## config.mk

```make
export PLATFORM = sky130hd
export DESIGN_NAME = boost_pid_duty_regulator
export DESIGN_NICKNAME = d
export VERILOG_FILES = /design/src/rtl/bpdr_pkg.sv /design/src/rtl/bpdr_mul.sv /design/src/rtl/boost_pid_duty_regulator.sv
export SDC_FILE = /design/constraint.sdc
export NUM_CORES = 2
export LEC_CHECK = 0
export ABC_CLOCK_PERIOD_IN_PS = 10800
export BUFFER_PORTS_ARGS = -buffer_cell sky130_fd_sc_hd__buf_2
export CORE_AREA = 5 5 292 294
export CTS_CLUSTER_DIAMETER = 50
export DETAILED_ROUTE_END_ITERATION = 8
export DIE_AREA = 0 0 297 299
export PLACE_DENSITY = 0.66
export REMOVE_ABC_BUFFERS = 1
export SLEW_MARGIN = 20
export SYNTH_ARGS = -nofsm -noshare
export SYNTH_HDL_FRONTEND = slang
export SYNTH_SLANG_ARGS = --single-unit
```

## constraint.sdc

```tcl
create_clock -name clk -period 10.8 [get_ports clk]
set_clock_uncertainty 0.05 [all_clocks]
set_input_delay 1.08 -clock clk [delete_from_list [all_inputs] [get_ports clk]]
set_output_delay 1.08 -clock clk [all_outputs]
set_load 0.02 [all_outputs]
```

## src/rtl/bpdr_pkg.sv

```systemverilog
package bpdr_pkg;

  localparam int SAMPLE_W = 10;
  localparam int MV_W     = 16;
  localparam int TGT_W    = 14;
  localparam int DUTY_W   = 8;
  localparam int MUL_A_W  = 17;
  localparam int MUL_B_W  = 19;
  localparam int PROD_W   = 36;
  localparam int M_W      = 46;
  localparam int REM_W    = 31;
  localparam int QUO_W    = 9;
  localparam int CFG_IDX_W = 3;

  localparam logic [MV_W-1:0]   OVERVOLT_MV    = 16'd14000;
  localparam logic [MV_W-1:0]   VIN_MV         = 16'd1500;
  localparam logic [MV_W-1:0]   NEAR_MV        = 16'd400;
  localparam logic [TGT_W-1:0]  TARGET_STEP_MV = 14'd100;
  localparam logic [TGT_W-1:0]  TARGET_MIN_MV  = 14'd2000;
  localparam logic [TGT_W-1:0]  TARGET_MAX_MV  = 14'd10000;
  localparam logic [TGT_W-1:0]  TARGET_RESET   = 14'd5000;
  localparam logic [DUTY_W-1:0] DUTY_RESET     = 8'd120;
  localparam logic [DUTY_W-1:0] DUTY_MAX       = 8'd255;

  // 4096000 = 125 << 15; floor(h / 125) = (h * RECIP_M) >> 24 for h below 64000
  localparam logic [REM_W-1:0]  DIV_C          = 31'd4096000;
  localparam logic [M_W-1:0]    SAT_LIM        = 46'd2097152000;
  localparam logic [17:0]       RECIP_M        = 18'd134218;
  localparam logic [6:0]        DIV_ODD        = 7'd125;

  localparam logic [15:0] ADC_SCALE_RESET  = 16'd18767;
  localparam logic [15:0] GAIN_RESET       = 16'd410;
  localparam logic [15:0] INTEG_MAX_RESET  = 16'd1000;
  localparam logic [15:0] INTEG_MIN_RESET  = 16'd10;
  localparam logic [7:0]  DUTY_PER_V_RESET = 8'd50;
  localparam logic [7:0]  DUTY_LIMIT_RESET = 8'd240;

  typedef enum logic [CFG_IDX_W-1:0] {
    REG_ADC_SCALE,
    REG_PROP_GAIN,
    REG_INTEG_GAIN,
    REG_DERIV_GAIN,
    REG_INTEG_MAX,
    REG_INTEG_MIN,
    REG_DUTY_PER_VOLT,
    REG_DUTY_LIMIT
  } cfg_idx_t;

  typedef enum logic [3:0] {
    ST_IDLE,
    ST_MUL_V,
    ST_CHECK,
    ST_TEST,
    ST_INTEG,
    ST_MUL_I,
    ST_MUL_D,
    ST_SUM,
    ST_MUL_LO,
    ST_MUL_HI,
    ST_ADD_HI,
    ST_ABS,
    ST_DIV,
    ST_QUO,
    ST_FINISH
  } state_t;

endpackage

```

## src/rtl/bpdr_mul.sv

```systemverilog
module bpdr_mul (
  input  logic                                clk,
  input  logic signed [bpdr_pkg::MUL_A_W-1:0] a,
  input  logic signed [bpdr_pkg::MUL_B_W-1:0] b,
  output logic signed [bpdr_pkg::PROD_W-1:0]  prod
);

  always_ff @(posedge clk) begin
    prod <= a * b;
  end

endmodule

```

## src/rtl/boost_pid_duty_regulator.sv

```systemverilog
// Path: an item inside tolerance goes from MUL_V through CHECK and TEST to FINISH and the
// output register; an item that runs the PID step also passes the multiply states, then one
// reciprocal multiply for the quotient, through one shared registered 17x19 multiplier.
// Flow: no new item is taken until the last one leaves FINISH; the next item is taken while
// a result waits, and a stalled output holds the following item in its last step.
// Reset: synchronous; config, state and control registers reset: duty accumulator 120,
// target 5000 mV, integrator, previous vout and held duty 0, output register empty.
module boost_pid_duty_regulator (
  input  logic                                  clk,
  input  logic                                  rst,
  input  logic                                  in_valid,
  output logic                                  in_stall,
  input  logic [bpdr_pkg::SAMPLE_W-1:0]         adc_sample,
  input  logic                                  button_up,
  input  logic                                  button_down,
  output logic                                  out_valid,
  input  logic                                  out_stall,
  output logic [bpdr_pkg::DUTY_W-1:0]           duty,
  output logic                                  near_target,
  output logic [bpdr_pkg::MV_W-1:0]             vout_mv,
  output logic [bpdr_pkg::TGT_W-1:0]            target_mv,
  input  logic                                  cfg_valid,
  output logic                                  cfg_ready,
  input  logic [bpdr_pkg::CFG_IDX_W-1:0]        cfg_index,
  input  logic [15:0]                           cfg_data
);

  bpdr_pkg::state_t state, state_next;

  logic [15:0] adc_scale, prop_gain, integ_gain, deriv_gain, integ_max_mv, integ_min_mv;
  logic [7:0]  duty_per_volt, duty_limit;

  logic [bpdr_pkg::SAMPLE_W-1:0] sample;
  logic                          up_q, down_q;
  logic [bpdr_pkg::MV_W-1:0]     vout, integ_state, prev_vout;
  logic signed [16:0]            err, delta;
  logic                          run, ovr, near;
  logic [bpdr_pkg::DUTY_W-1:0]   duty_acc, duty_out;
  logic [bpdr_pkg::TGT_W-1:0]    target;
  logic signed [bpdr_pkg::PROD_W-1:0] k_acc;
  logic signed [bpdr_pkg::M_W-1:0]    m_acc;
  logic                          neg, sat;
  logic [bpdr_pkg::REM_W-1:0]    rem;
  logic                          rem_nz;
  logic [bpdr_pkg::QUO_W-1:0]    quo;

  logic signed [bpdr_pkg::MUL_A_W-1:0] mul_a;
  logic signed [bpdr_pkg::MUL_B_W-1:0] mul_b;
  logic signed [bpdr_pkg::PROD_W-1:0]  prod;

  logic                          load;
  logic [bpdr_pkg::MV_W-1:0]     vout_c, aerr_c, integ_c;
  logic signed [16:0]            err_c, delta_c;
  logic [20:0]                   tol_c;
  logic signed [21:0]            lhs_c, rhs_c;
  logic                          run_c, ovr_c, near_c;
  logic signed [17:0]            isum_c;
  logic [bpdr_pkg::M_W-1:0]      mag_c;
  logic [15:0]                   qmul_c;
  logic [9:0]                    cq_c, sq_c;
  logic [bpdr_pkg::DUTY_W-1:0]   dnew_c, dout_c;
  logic [bpdr_pkg::TGT_W-1:0]    tup_c, tnew_c;

  assign cfg_ready = 1'b1;

  bpdr_mul u_mul (
    .clk  (clk),
    .a    (mul_a),
    .b    (mul_b),
    .prod (prod)
  );

  always_ff @(posedge clk) begin
    if (rst) begin
      adc_scale     <= bpdr_pkg::ADC_SCALE_RESET;
      prop_gain     <= bpdr_pkg::GAIN_RESET;
      integ_gain    <= bpdr_pkg::GAIN_RESET;
      deriv_gain    <= bpdr_pkg::GAIN_RESET;
      integ_max_mv  <= bpdr_pkg::INTEG_MAX_RESET;
      integ_min_mv  <= bpdr_pkg::INTEG_MIN_RESET;
      duty_per_volt <= bpdr_pkg::DUTY_PER_V_RESET;
      duty_limit    <= bpdr_pkg::DUTY_LIMIT_RESET;
    end else if (cfg_valid && cfg_ready) begin
      case (bpdr_pkg::cfg_idx_t'(cfg_index))
        bpdr_pkg::REG_ADC_SCALE:     adc_scale     <= cfg_data;
        bpdr_pkg::REG_PROP_GAIN:     prop_gain     <= cfg_data;
        bpdr_pkg::REG_INTEG_GAIN:    integ_gain    <= cfg_data;
        bpdr_pkg::REG_DERIV_GAIN:    deriv_gain    <= cfg_data;
        bpdr_pkg::REG_INTEG_MAX:     integ_max_mv  <= cfg_data;
        bpdr_pkg::REG_INTEG_MIN:     integ_min_mv  <= cfg_data;
        bpdr_pkg::REG_DUTY_PER_VOLT: duty_per_volt <= cfg_data[7:0];
        bpdr_pkg::REG_DUTY_LIMIT:    duty_limit    <= cfg_data[7:0];
        default: ;
      endcase
    end
  end

  always_comb begin
    mul_a = '0;
    mul_b = '0;
    case (state)
      bpdr_pkg::ST_MUL_V: begin
        mul_a = $signed({1'b0, adc_scale});
        mul_b = $signed({9'b0, sample});
      end
      bpdr_pkg::ST_INTEG: begin
        mul_a = $signed({1'b0, prop_gain});
        mul_b = {{2{err[16]}}, err};
      end
      bpdr_pkg::ST_MUL_I: begin
        mul_a = $signed({1'b0, integ_gain});
        mul_b = $signed({3'b0, integ_state});
      end
      bpdr_pkg::ST_MUL_D: begin
        mul_a = $signed({1'b0, deriv_gain});
        mul_b = {{2{delta[16]}}, delta};
      end
      bpdr_pkg::ST_MUL_LO: begin
        mul_a = $signed({9'b0, duty_per_volt});
        mul_b = $signed({1'b0, k_acc[17:0]});
      end
      bpdr_pkg::ST_MUL_HI: begin
        mul_a = $signed({9'b0, duty_per_volt});
        mul_b = $signed({k_acc[35], k_acc[35:18]});
      end
      bpdr_pkg::ST_DIV: begin
        mul_a = $signed({1'b0, rem[30:15]});
        mul_b = $signed({1'b0, bpdr_pkg::RECIP_M});
      end
      default: ;
    endcase
  end

  always_comb begin
    vout_c  = prod[25:10];
    err_c   = $signed({1'b0, vout_c}) - $signed({3'b0, target});
    aerr_c  = err[16] ? 16'(-err) : err[15:0];
    tol_c   = 21'({aerr_c, 4'b0}) + 21'({aerr_c, 2'b0});
    lhs_c   = $signed({1'b0, tol_c});
    rhs_c   = $signed({6'b0, vout}) - $signed({6'b0, bpdr_pkg::VIN_MV});
    run_c   = !(lhs_c < rhs_c);
    ovr_c   = vout > bpdr_pkg::OVERVOLT_MV;
    near_c  = aerr_c <= bpdr_pkg::NEAR_MV;
    isum_c  = $signed({2'b0, integ_state}) + $signed({err[16], err});
    delta_c = $signed({1'b0, prev_vout}) - $signed({1'b0, vout});
    if (isum_c > $signed({2'b0, integ_max_mv})) begin
      integ_c = integ_max_mv;
    end else if (isum_c < $signed({2'b0, integ_min_mv})) begin
      integ_c = integ_min_mv;
    end else begin
      integ_c = isum_c[15:0];
    end
    mag_c   = m_acc[bpdr_pkg::M_W-1] ? bpdr_pkg::M_W'(-m_acc) : m_acc;
    qmul_c  = {7'b0, prod[32:24]} * {9'b0, bpdr_pkg::DIV_ODD};

    cq_c = {1'b0, quo} + {9'b0, rem_nz};
    sq_c = {2'b0, duty_acc} + {1'b0, quo};
    if (!neg) begin
      dnew_c = (sat || (cq_c > {2'b0, duty_acc})) ? '0 : 8'(duty_acc - cq_c[7:0]);
    end else begin
      dnew_c = (sat || (sq_c > {2'b0, bpdr_pkg::DUTY_MAX})) ? bpdr_pkg::DUTY_MAX : sq_c[7:0];
    end
    if (!run) begin
      dnew_c = duty_acc;
      dout_c = duty_out;
    end else begin
      dout_c = (dnew_c > duty_limit) ? duty_limit : dnew_c;
    end
    if (ovr) begin
      dout_c = '0;
    end

    tup_c  = (up_q && (target < bpdr_pkg::TARGET_MAX_MV)) ?
             target + bpdr_pkg::TARGET_STEP_MV : target;
    tnew_c = (down_q && (tup_c > bpdr_pkg::TARGET_MIN_MV)) ?
             tup_c - bpdr_pkg::TARGET_STEP_MV : tup_c;
  end

  always_ff @(posedge clk) begin
    if (rst) begin
      state <= bpdr_pkg::ST_IDLE;
    end else begin
      state <= state_next;
    end
  end

  always_comb begin
    state_next = state;
    in_stall   = (state != bpdr_pkg::ST_IDLE);
    load       = 1'b0;
    case (state)
      bpdr_pkg::ST_IDLE:   if (in_valid) state_next = bpdr_pkg::ST_MUL_V;
      bpdr_pkg::ST_MUL_V:  state_next = bpdr_pkg::ST_CHECK;
      bpdr_pkg::ST_CHECK:  state_next = bpdr_pkg::ST_TEST;
      bpdr_pkg::ST_TEST:   state_next = run_c ? bpdr_pkg::ST_INTEG : bpdr_pkg::ST_FINISH;
      bpdr_pkg::ST_INTEG:  state_next = bpdr_pkg::ST_MUL_I;
      bpdr_pkg::ST_MUL_I:  state_next = bpdr_pkg::ST_MUL_D;
      bpdr_pkg::ST_MUL_D:  state_next = bpdr_pkg::ST_SUM;
      bpdr_pkg::ST_SUM:    state_next = bpdr_pkg::ST_MUL_LO;
      bpdr_pkg::ST_MUL_LO: state_next = bpdr_pkg::ST_MUL_HI;
      bpdr_pkg::ST_MUL_HI: state_next = bpdr_pkg::ST_ADD_HI;
      bpdr_pkg::ST_ADD_HI: state_next = bpdr_pkg::ST_ABS;
      bpdr_pkg::ST_ABS:    state_next = bpdr_pkg::ST_DIV;
      bpdr_pkg::ST_DIV:    state_next = bpdr_pkg::ST_QUO;
      bpdr_pkg::ST_QUO:    state_next = bpdr_pkg::ST_FINISH;
      bpdr_pkg::ST_FINISH: begin
        load = !out_valid || !out_stall;
        if (load) state_next = bpdr_pkg::ST_IDLE;
      end
      default: state_next = bpdr_pkg::ST_IDLE;
    endcase
  end

  always_ff @(posedge clk) begin
    if (rst) begin
      integ_state <= '0;
      prev_vout   <= '0;
      duty_acc    <= bpdr_pkg::DUTY_RESET;
      duty_out    <= '0;
      target      <= bpdr_pkg::TARGET_RESET;
      out_valid   <= 1'b0;
    end else begin
      if (load) begin
        out_valid <= 1'b1;
      end else if (!out_stall) begin
        out_valid <= 1'b0;
      end
      case (state)
        bpdr_pkg::ST_IDLE: begin
          sample <= adc_sample;
          up_q   <= button_up;
          down_q <= button_down;
        end
        bpdr_pkg::ST_CHECK: begin
          vout <= vout_c;
          err  <= err_c;
        end
        bpdr_pkg::ST_TEST: begin
          run  <= run_c;
          ovr  <= ovr_c;
          near <= near_c;
          if (ovr_c) duty_acc <= '0;
        end
        bpdr_pkg::ST_INTEG: begin
          integ_state <= integ_c;
          delta       <= delta_c;
          prev_vout   <= vout;
        end
        bpdr_pkg::ST_MUL_I:  k_acc <= prod;
        bpdr_pkg::ST_MUL_D:  k_acc <= k_acc + prod;
        bpdr_pkg::ST_SUM:    k_acc <= k_acc + prod;
        bpdr_pkg::ST_MUL_HI: m_acc <= {{(bpdr_pkg::M_W-bpdr_pkg::PROD_W){prod[35]}}, prod};
        bpdr_pkg::ST_ADD_HI: m_acc <= m_acc + $signed({prod[27:0], 18'b0});
        bpdr_pkg::ST_ABS: begin
          neg <= m_acc[bpdr_pkg::M_W-1];
          sat <= mag_c >= bpdr_pkg::SAT_LIM;
          rem <= mag_c[bpdr_pkg::REM_W-1:0];
        end
        bpdr_pkg::ST_QUO: begin
          quo    <= prod[32:24];
          rem_nz <= (rem[14:0] != '0) || (rem[30:15] != qmul_c);
        end
        bpdr_pkg::ST_FINISH: begin
          if (load) begin
            duty_acc    <= dnew_c;
            duty_out    <= dout_c;
            target      <= tnew_c;
            duty        <= dout_c;
            near_target <= near;
            vout_mv     <= vout;
            target_mv   <= target;
          end
        end
        default: ;
      endcase
    end
  end

endmodule

```

==> results.toml <==
[synthesis]
ys_types = 88
seq_area_frac_synth = 0.281
yosysTopAreaCell = "fa_1"
synthFlopType = "edfxtp_1"
syn-instance-count = 4362
postSynthAreaPerCell_um2 = 9.00
ys_seq_elements = 438
yosys-top-cells-area = "fa_1, edfxtp_1, dfxtp_1"
netlist_area_um2 = 39200
synth_edf_count = 225
synth_top_area_frac = 0.174
yosys_warnings = 0
synthArstFlopShare = 0

[global_routing]
overflow = 0
first_global_vias = 30670
antenna_found_initial = 5
grtUsageTotal = 0.264
grt_first_pass_wirelength_mm = 183
grt_max_degree = 82

[placement]
dp_hpwl_mm = 91.9
numPortBuffers = 74
routabilityCongestion = 1.00
placed_cells = 5419

[detailed_routing]
post_drt_wl_per_cell_um = 21.4
drc = 0
routed_wl_mm = 118
via_count = 31703
via_per_inst = 5.73
detail-route-antenna-nets = 0
drt-pass1-iter-count = 6
first_iter_violations = 2881

[timing]
worstMarginPinSlew_ns = 1.12
post-route-min-period_ns = 9.16
setup-tns-final_ns = 0
hold_slack_ns = 0.386
setup_viol = 0
slew_headroom = 0.253
timing.final.hold_violations = 0
rsz0062_at_grt = "false"
max_freq_ghz = 0.109
slew_violations = 0
finalCritPeriodShare = 0.848

[critical_path]
slowest_stage = "dfxtp_1"
critical_path_required_ns = 11.26
cp_common_cell = "fa_1"
cp.arrival_ns = 9.63
worstSetupPathType = "reg -> reg"
start_kind = "register"
end_kind = "register"
max_stage_delay_ns = 0.72
cp_max_fo = 18

[power]
peakVddDrop_mv = 0.135
p_per_area_nw_per_um2 = 161
p_total_mw = 6.95
leakagePower_nw = 19.2

[floorplan]
core-area_um2 = 82600
die_area_um2 = 88800
io_pins = 78
die_w_um = 297
fp.dieH_um = 299
std_cell_rows = 106
start_util = 0.475

[final_layout]
final_cells = 5537
fin_nets = 5118
area_growth_pct = 9.75
final_common_cell = "nand2_1"
drive_gt1_frac = 0.0658
final_cell_mix = "nand2_1, inv_1, fa_1, ha_1, nor2_1"

[clock_tree]
cts_tree = "yes"
cts-resized-gates = 0
htreeDepth = 2
numCtsBuffers = 61
clk_pin_slew_ns = 0.06
postCtsSetupRepairBufs = 0
clock_sinks = 438
root_buffer = "clkbuf_16"
cts_hold_buf = 0
cts.path.max_buffers = 3
clock_latency_ns = 0.65

[worst_hold_path]
hold_path.class = "reg -> reg"

[outcome]
run_status = "complete, no violations"

[flow_run]
drv_cap = 0
==> registers in the layout (all words and copies together) (netlist names), 17 cells and up <==
name,flops
rem,31
m_acc,46
k_acc,36
delta,17
u_mul.prod,36
==> per-layer routing <==
| metal | up-vias | GRT usage | share of wire | wire, um |
|---|---|---|---|---|
| met3 | 252 | 0.0559 | 0.089 | 10500 |
| met4 | 8 | 0.121 | 0.055 | 6490 |
| li1 | 14829 | - | - | - |
| met1 | 15327 | 0.351 | 0.41 | 48600 |
| met5 | - | 0 | 0.00048 | 57 |
| met2 | 1287 | 0.416 | 0.44 | 52700 |
==> critical path, delay by kind of cell (launching register included) <==
family / cells / cell delay [ns]
flops: 1 / 0.72
simple gates: 6 / 2.10
buf+inv: 4 / 0.56
compound gates: 7 / 1.94
fa+ha+maj: 7 / 3.50
xor+xnor: 1 / 0.14
==> synthesized netlist by cell type, drive strengths merged (18+ instances only) <==
| cell type | instances |
|---|---|
| and2 | 40 |
| and3 | 29 |
| nand3 | 65 |
| or3 | 27 |
| a31oi | 22 |
| nor2 | 337 |
| inv | 584 |
| dfxtp | 213 |
| nand2 | 591 |
| ha | 339 |
| nand2b | 32 |
| nor2b | 44 |
| o21bai | 29 |
| a21oi | 252 |
| clkbuf | 136 |
| xor2 | 68 |
| o21ai | 170 |
| o21a | 18 |
| xnor2 | 176 |
| mux2i | 31 |
| fa | 341 |
| o31ai | 19 |
| nand4 | 36 |
| nor3 | 64 |
| a22oi | 67 |
| a21o | 91 |
| edfxtp | 225 |
| nand3b | 33 |
| a211oi | 43 |
==> path summary, 6_finish.rpt <==
kind                               start        endpoint  slack (ns)  cells past startpoint
worst max-delay path            state[0]  u_mul.prod[29]        1.64                     25
worst min-delay path                near     near_target        0.39                      0
worst max register to register  state[0]  u_mul.prod[29]        1.64                     25
worst min register to register      near     near_target        0.39                      0
==> per-stage QoR <==
stage | utilization | worst slack, ns | area, um^2
6_report | 0.521 | 1.64 | 43100
5_1_grt | 0.521 | 1.22 | 43100
4_1_cts | 0.521 | 1.75 | 43100
3_5_place_dp | 0.495 | 1.83 | 40900
3_3_place_gp | 0.495 | 1.99 | 40900
2_1_floorplan | - | 0.843 | 38600
==> report_power, final <==
group | internal, mW | leakage [nW] | switching [mW] | total [mW]
Clock | 1.27 | 1.05 | 0.869 | 2.14
Combinational | 1.02 | 14.3 | 1.73 | 2.75
Sequential | 1.90 | 3.79 | 0.170 | 2.07
==> layout make-up <==
type / instances / area [um^2]
antenna: 3 / 7.51
tap: 1080 / 1350
inverter: 584 / 2190
fill: 7616 / 39600
clock inverter: 42 / 552
timing repair buffer: 128 / 778
multi-input combinational: 3189 / 25600
clock buffer: 73 / 1610
sequential: 438 / 11000
==> cell families (layout without fill, tap and decap cells) <==
logic type	count (synthesis)	count (layout)	synth area share
AOI/OAI and AO/OA	865	865	0.144
xor gates and xnor gates	244	244	0.0545
adders and majority gates	680	680	0.282
buffers and inverters	736	827	0.0711
DFF	438	438	0.281
muxes	36	36	0.00934
other	2	6	0.000191
and+or+nand+nor	1361	1361	0.158
No activity file was read; power rests on OpenSTA's default activity.
